`config.mk`:
```
export PLATFORM = sky130hd
export DESIGN_NAME = ptcp_queue
export DESIGN_NICKNAME = d
export VERILOG_FILES = /design/src/rtl/ptcp_pkg.sv /design/src/rtl/ptcp_queue.sv
export SDC_FILE = /design/constraint.sdc
export NUM_CORES = 1
export LEC_CHECK = 0
export BUFFER_PORTS_ARGS = -buffer_cell sky130_fd_sc_hd__buf_2
export CAP_MARGIN = 10
export CELL_PAD_IN_SITES_DETAIL_PLACEMENT = 0
export CELL_PAD_IN_SITES_GLOBAL_PLACEMENT = 1
export CORE_MARGIN = 1.5
export CORE_UTILIZATION = 35
export DETAILED_ROUTE_END_ITERATION = 8
export PLACE_DENSITY_LB_ADDON = 0.1
export REMOVE_ABC_BUFFERS = 1
export SYNTH_ARGS = -nofsm -noshare
export SYNTH_HDL_FRONTEND = slang
export SYNTH_SLANG_ARGS = --single-unit
```
`constraint.sdc`:
```
create_clock -name clock -period 21.8 [get_ports clock]
set_clock_uncertainty 0.1 [all_clocks]
set_input_delay 3.27 -clock clock [delete_from_list [all_inputs] [get_ports clock]]
set_output_delay 3.27 -clock clock [all_outputs]
set_load 0.1 [all_outputs]
```
`src/rtl/ptcp_pkg.sv`:
```
// Package for the point-to-triangle closest point block.
// Holds widths, weight constants, the request, result and job types and the dot product.
// Depends on nothing.
`default_nettype none
package ptcp_pkg;
   localparam int COORD_BITS = 24;
   localparam int DIFF_BITS = COORD_BITS + 1;
   localparam int DOT_BITS = 2 * DIFF_BITS + 1;
   localparam int GRAD_BITS = DOT_BITS + 20;
   localparam int DIV_BITS = GRAD_BITS + 2;
   localparam int WEIGHT_BITS = 17;
   localparam int SQD_BITS = 52;
   localparam int DIST_BITS = 26;
   localparam int FRAC_STEPS = 17;
   localparam int SQRT_STEPS = SQD_BITS / 2;
   localparam int QUEUE_DEPTH_DEFAULT = 4;
   localparam logic [WEIGHT_BITS-1:0] ONE_Q16 = 17'h10000;
   localparam logic [WEIGHT_BITS-1:0] HALF_Q16 = 17'h08000;

   typedef struct packed {
      logic signed [COORD_BITS-1:0] query_x;
      logic signed [COORD_BITS-1:0] query_y;
      logic signed [COORD_BITS-1:0] query_z;
      logic signed [COORD_BITS-1:0] vertex0_x;
      logic signed [COORD_BITS-1:0] vertex0_y;
      logic signed [COORD_BITS-1:0] vertex0_z;
      logic signed [COORD_BITS-1:0] vertex1_x;
      logic signed [COORD_BITS-1:0] vertex1_y;
      logic signed [COORD_BITS-1:0] vertex1_z;
      logic signed [COORD_BITS-1:0] vertex2_x;
      logic signed [COORD_BITS-1:0] vertex2_y;
      logic signed [COORD_BITS-1:0] vertex2_z;
   } req_type;

   typedef struct packed {
      logic [WEIGHT_BITS-1:0] weight0;
      logic [WEIGHT_BITS-1:0] weight1;
      logic [WEIGHT_BITS-1:0] weight2;
      logic signed [COORD_BITS-1:0] closest_x;
      logic signed [COORD_BITS-1:0] closest_y;
      logic signed [COORD_BITS-1:0] closest_z;
      logic [SQD_BITS-1:0] squared_distance;
      logic [DIST_BITS-1:0] distance;
   } rsp_type;

   typedef struct packed {
      logic [2:0][COORD_BITS-1:0] pt;
      logic [2:0][COORD_BITS-1:0] v0;
      logic [2:0][DIFF_BITS-1:0] eu;
      logic [2:0][DIFF_BITS-1:0] ev;
      logic [DOT_BITS-1:0] uu;
      logic [DOT_BITS-1:0] uv;
      logic [DOT_BITS-1:0] vv;
      logic [DOT_BITS-1:0] lu;
      logic [DOT_BITS-1:0] lv;
   } job_type;

   function automatic logic signed [DOT_BITS-1:0] dot3(input logic [2:0][DIFF_BITS-1:0] a,
                                                       input logic [2:0][DIFF_BITS-1:0] b);
      logic signed [DOT_BITS-1:0] acc;
      acc = '0;
      for (int i = 0; i < 3; i++) begin
         acc = acc + DOT_BITS'($signed(a[i]) * $signed(b[i]));
      end
      return acc;
   endfunction
endpackage
`default_nettype wire

```
`src/rtl/ptcp_queue.sv`:
```
// Short job queue between the front and back ends.
// Depends on ptcp_pkg for the job type.
`default_nettype none
module ptcp_queue #(
   parameter int QUEUE_DEPTH = ptcp_pkg::QUEUE_DEPTH_DEFAULT
) (
   input  wire logic                              clock,
   input  wire logic                              reset,
   input  wire logic                              push,
   input  wire ptcp_pkg::job_type                 push_data,
   input  wire logic                              pop,
   output ptcp_pkg::job_type                      pop_data,
   output logic                                   empty,
   output logic [$clog2(QUEUE_DEPTH+1)-1:0]       count
);
   import ptcp_pkg::*;

   localparam int PTR_BITS = $clog2(QUEUE_DEPTH);
   localparam int CNT_BITS = $clog2(QUEUE_DEPTH + 1);

   job_type mem_ff [QUEUE_DEPTH];
   logic [PTR_BITS-1:0] wr_ptr_ff, rd_ptr_ff;
   logic [CNT_BITS-1:0] count_ff;

   function automatic logic [PTR_BITS-1:0] wrap_inc(input logic [PTR_BITS-1:0] p);
      return (p == PTR_BITS'(QUEUE_DEPTH - 1)) ? '0 : p + 1'b1;
   endfunction

   always_ff @(posedge clock) begin
      if (reset) begin
         wr_ptr_ff <= '0;
         rd_ptr_ff <= '0;
         count_ff <= '0;
      end else begin
         if (push) begin
            wr_ptr_ff <= wrap_inc(wr_ptr_ff);
         end
         if (pop) begin
            rd_ptr_ff <= wrap_inc(rd_ptr_ff);
         end
         count_ff <= count_ff + CNT_BITS'(push) - CNT_BITS'(pop);
      end
   end

   always_ff @(posedge clock) begin
      if (push) begin
         mem_ff[wr_ptr_ff] <= push_data;
      end
   end

   assign pop_data = mem_ff[rd_ptr_ff];
   assign empty = (count_ff == '0);
   assign count = count_ff;
endmodule
`default_nettype wire

```
# Word level (Yosys, flattened, before mapping)
# Memory sizes are Yosys's and may differ from the RTL's. A register that Yosys moved wholly into a read port is not among the register bits.
# Cells that the tools add are included.
totals:
  ff_bits: 7
  ramBits: 2196
  word_cells: 17
  memories: 1
memory_table:
  columns: ["name", "depth", "word_bits", "read_ports", "rd_ports_with_merged_regs", "wr", "line", "source"]
  rows:
  - ["mem_ff", 4, 549, 1, 1, 1, "ptcp_queue.sv:21", "job_type mem_ff [QUEUE_DEPTH];"]
classes:
  n_addsub: 4
  n_eq_ne: 2
  n_mux: 6
  n_reduce_logical: 1
ops:
  columns: ["cell", "count"]
  rows:
  - ["2-bit two-way mux", 4]
  - ["2-bit by 1-bit adder with 2-bit output, second input constant", 2]
  - ["2-bit == test, second input constant", 2]
  - ["3-bit by 1-bit adder with 3-bit output", 1]
  - ["3-bit zero test", 1]
  - ["3-bit by 1-bit subtractor with 3-bit output", 1]
  - ["1-bit two-way mux", 2]

# Depth between registers and ports, before layout
depth:
  ltp_word: 4
  ltp_mapped: 8
  depth_no_buf: 8

# Least setup slack after synthesis
# No wires, ideal clock.
synth_timing:
  kind: "in2reg"
  from: "input push"
  to: "memory mem_ff[0][0] in the netlist's numbering (enable)"
  arrival_ps: 15586
  required_time_ps: 20717
  slack_ps: 5131
  cell_stages: 1
  path_buffers: 0
  cell_sequence: "and2_1"
synth_via:
  elab_chain_cells: 2
synth_rtl:
  columns: ["item", "line", "source"]
  rows:
  - ["start: declaration", "ptcp_queue.sv:9", "input wire logic push,"]
  - ["1-bit two-way mux", "ptcp_queue.sv:46", "if (push) begin"]
  - ["1-bit two-way mux (implied by the code)", "ptcp_queue.sv:47", "mem_ff[wr_ptr_ff] <= push_data;"]
  - ["end: declaration", "ptcp_queue.sv:21", null]
# Every way passes these cells.

==> summary.txt <==
Pwr
  • Tot Pwr: 10.4 mW
  • Leakage: about 32 nW
  • P per Cell Area: 109 mW/mm2
  • Worst VDD drop: 0.0798 mV

Place
  • IO Port Bufs: 1105
  • DPL Wire Length: 135000 um
  • Dpl cells: 6947
  • GPL Wtd Cong: ~0.78
  • Area after DPL: 0.0886 mm2
  • Post-Place Setup Slack: 13.74 ns

Cells and area
  • Finished Layout Cells: 7413
  • Area Overhead vs Synth: 20.4%
  • Layout cells sized above 1: 46.1%
  • Final #Nets: 4731
  • Finished layout cell area: between 0.09 and 0.1 mm2

Global routing
  • Antenna violations before repair: between 150 and 200
  • GRT overflow: 0
  • Largest net degree at the start of global routing: 143
  • Number of global-route vias before repair: 38000
  • First-pass GRT wire length: 293000 um
  • Total GRT Usage: 17.9%

Clock tree
  • CTS resizes: 0
  • Worst skew pair latency: around 0.8 ns
  • CTS tree: built
  • CTS max path bufs: 3
  • Clock Pin Slew Worst Setup and Hold Paths: 0.06 ns
  • Post-CTS setup buffer count: 0
  • Clock Sink Count: 2205
  • Total CTS buffers: 230
  • H-tree Lvls: 4
  • Root Buffer: clkbuf_16
  • Hold_buf cts: 0

Critical path
  • Worst setup SP type: flop
  • R2r startpoint: wr_ptr_ff[0]
  • CP arrival: 5.27 ns
  • Crit. End Element: primary output
  • Worst R2R End: mem_ff[1][42]
  • WS Path Type: flop to primary output
  • Req. time, crit path: about 18 ns
  • R2R cell count: 5
  • CP max FO: 45
  • R2R setup slack: 17.44 ns

Timing
  • Unrepaired setup endpoints after global routing: no
  • Tcrit/Tclk final: 39.6%
  • Final hold viol count: 0
  • Slack of the critical path: 13.16 ns
  • Max Clk Rate: 116 MHz
  • Worst slew margin: 22.9%
  • Slew @ Worst Pin: 1.16 ns
  • Max-slew violation count: 0
  • Final worst path period need: roughly 8.6 ns
  • Final Setup Violations: 0

Die
  • Die area: between 0.2 and 0.25 mm2
  • Core region area: 0.227 mm2
  • I/O pins: 1106
  • Die height: 480 um
  • Row cnt: roughly 180
  • Die width: between 400 and 500 um
  • Initial core utilization: about a third

Logic synthesis
  • Largest family of logic cells by synthesized area: multiplexers
  • Library cells used by synthesis: 19
  • Post-synthesis adder-cell area fraction: 0.135%
  • Flops & latches, synth: 2205
  • Post-Syn Instances: 2908
  • Simple-gate share of the synthesized area: less than 1%
  • Mapped Area: approximately 0.08 mm2
  • Number of synthesis warnings: 0
  • Sequential-to-total area share from yosys stat: 83.0%
  • Syn Area/Cell: around 27 um2
  • Post-synthesis mux area share: 15.5%
  • Synth Area in Compound Gates: less than 1%
  • Synth Area in XOR/XNOR: 0.0283%

Run status
  • Status: finished, final reports clean

Drt
  • Final ANT Viol Nets: 0
  • DRT Wirelength: 209000 um
  • Initial DRC count: 2639
  • Via count: 36500
  • Routed length per instance: ~28 um
  • Drt pass-1 iters: 7
  • DRC viols: 0
  • Via density per instance: just under 5

Min path
  • HP Class: flop to flop
  • HP Start: rd_ptr_ff[1]
  • Worst hold path stage count: 2

Flow run
  • Maxcap violations: 0
==> sequential cells by signal (all words and copies together), names as in the netlist, named ones only <==
signal     flops
wr_ptr_ff      2
mem_ff      2196
count          3
rd_ptr_ff      2
==> layer usage <==
| metal | share of wire (%) | up-vias | wire, um | global-route usage (%) |
|---|---|---|---|---|
| met2 | 49 | 1247 | 102000 | 29.2 |
| met4 | 2.9 | 130 | 6170 | 4.62 |
| met1 | 38 | 19300 | 78700 | 21.4 |
| met5 | 0.37 | - | 783 | 0 |
| li1 | - | 15300 | - | - |
| met3 | 10 | 561 | 21700 | 7.98 |
==> logic make-up (layout without fill, tap and decap cells) <==
group,count (synthesis),count (layout)
adders and majority gates,8,8
AOI/OAI and AO/OA,2,2
muxes,551,551
other,0,41
buffers and inverters,127,1582
xor gates and xnor gates,1,1
DFF,2205,2205
and+or+nand+nor,14,14
==> worst max-delay path by stage <==
| stage | to | slack [ns] | depth (start not counted) |
|---|---|---|---|
| floorplan | pop_data[0] | -5.96 | 1 |
| global placement | pop_data[203] | 13.77 | 5 |
| detailed placement | pop_data[203] | 13.74 | 5 |
| CTS | pop_data[203] | 12.81 | 5 |
| global route | pop_data[203] | 12.59 | 5 |
| finish | pop_data[203] | 13.16 | 5 |
==> power breakdown <==
part / internal [mW] / leakage, nW / total, mW / switching (mW)
registers: 4.85 / 20.2 / 4.89 / 0.0397
clock network: 2.18 / 3.54 / 3.79 / 1.61
logic: 0.326 / 7.76 / 1.74 / 1.41
total: 7.36 / 31.5 / 10.4 / 3.06
==> worst max-delay path, cell delays in order, from the launching register on <==
cell and delay [ns]:
dfxtp_4 0.92, buf_4 0.86, buf_4 0.70, buf_4 0.79
mux4_2 0.65, buf_2 0.32
==> cell type report <==
| cell class | instances | area (um2) |
|---|---|---|
| clock inverter | 134 | 1200 |
| multi-input combinational | 576 | 12600 |
| sequential | 2205 | 66100 |
| fill | 19900 | 131000 |
| timing repair buffer | 1152 | 6030 |
| inverter | 5 | 18.8 |
| antenna | 41 | 103 |
| clock buffer | 291 | 6110 |
| tap | 3009 | 3760 |
==> cells in the final DEF (no fill, tap or decap), drive strengths merged <==
| master | count |
|---|---|
| bufinv | 18 |
| nor2b | 1 |
| mux2i | 2 |
| clkinvlp | 6 |
| mux4 | 549 |
| nor3 | 1 |
| nand2b | 2 |
| a21oi | 2 |
| dfxtp | 9 |
| clkinv | 104 |
| ha | 7 |
| inv | 11 |
| clkbuf | 291 |
| or3b | 2 |
| diode | 41 |
| and2 | 4 |
| nor2 | 4 |
| buf | 1152 |
| xnor3 | 1 |
| edfxtp | 2196 |
| fa | 1 |
==> cells in the mapped netlist <==
cell type | n | area share (%)
nor3_1 | 1 | 0.0063
a21oi_1 | 2 | 0.013
nand2b_1 | 2 | 0.016
mux4_2 | 549 | 16
nor2b_1 | 1 | 0.0079
nor2_1 | 4 | 0.019
fa_1 | 1 | 0.025
buf_1 | 1 | 0.0047
inv_1 | 5 | 0.024
mux2i_1 | 2 | 0.025
edfxtp_1 | 2196 | 83
buf_6 | 58 | 0.82
xnor3_1 | 1 | 0.028
clkbuf_1 | 7 | 0.033
or3b_2 | 2 | 0.022
ha_1 | 7 | 0.11
and2_1 | 4 | 0.031
buf_2 | 56 | 0.35
dfxtp_1 | 9 | 0.23
==> per-stage QoR <==
stage / hold WS (ns) / setup TNS, ns / utilization, %
after floorplan: 0.369 / -3272.86 / -
after global placement: 0.421 / 0 / 39.0
after detailed placement: 0.425 / 0 / 39.0
after CTS: 0.412 / 0 / 42.3
after global routing: 0.460 / 0 / 42.3
final: 0.409 / 0 / 42.3
Note: power is estimated with default switching activity, not from simulation.
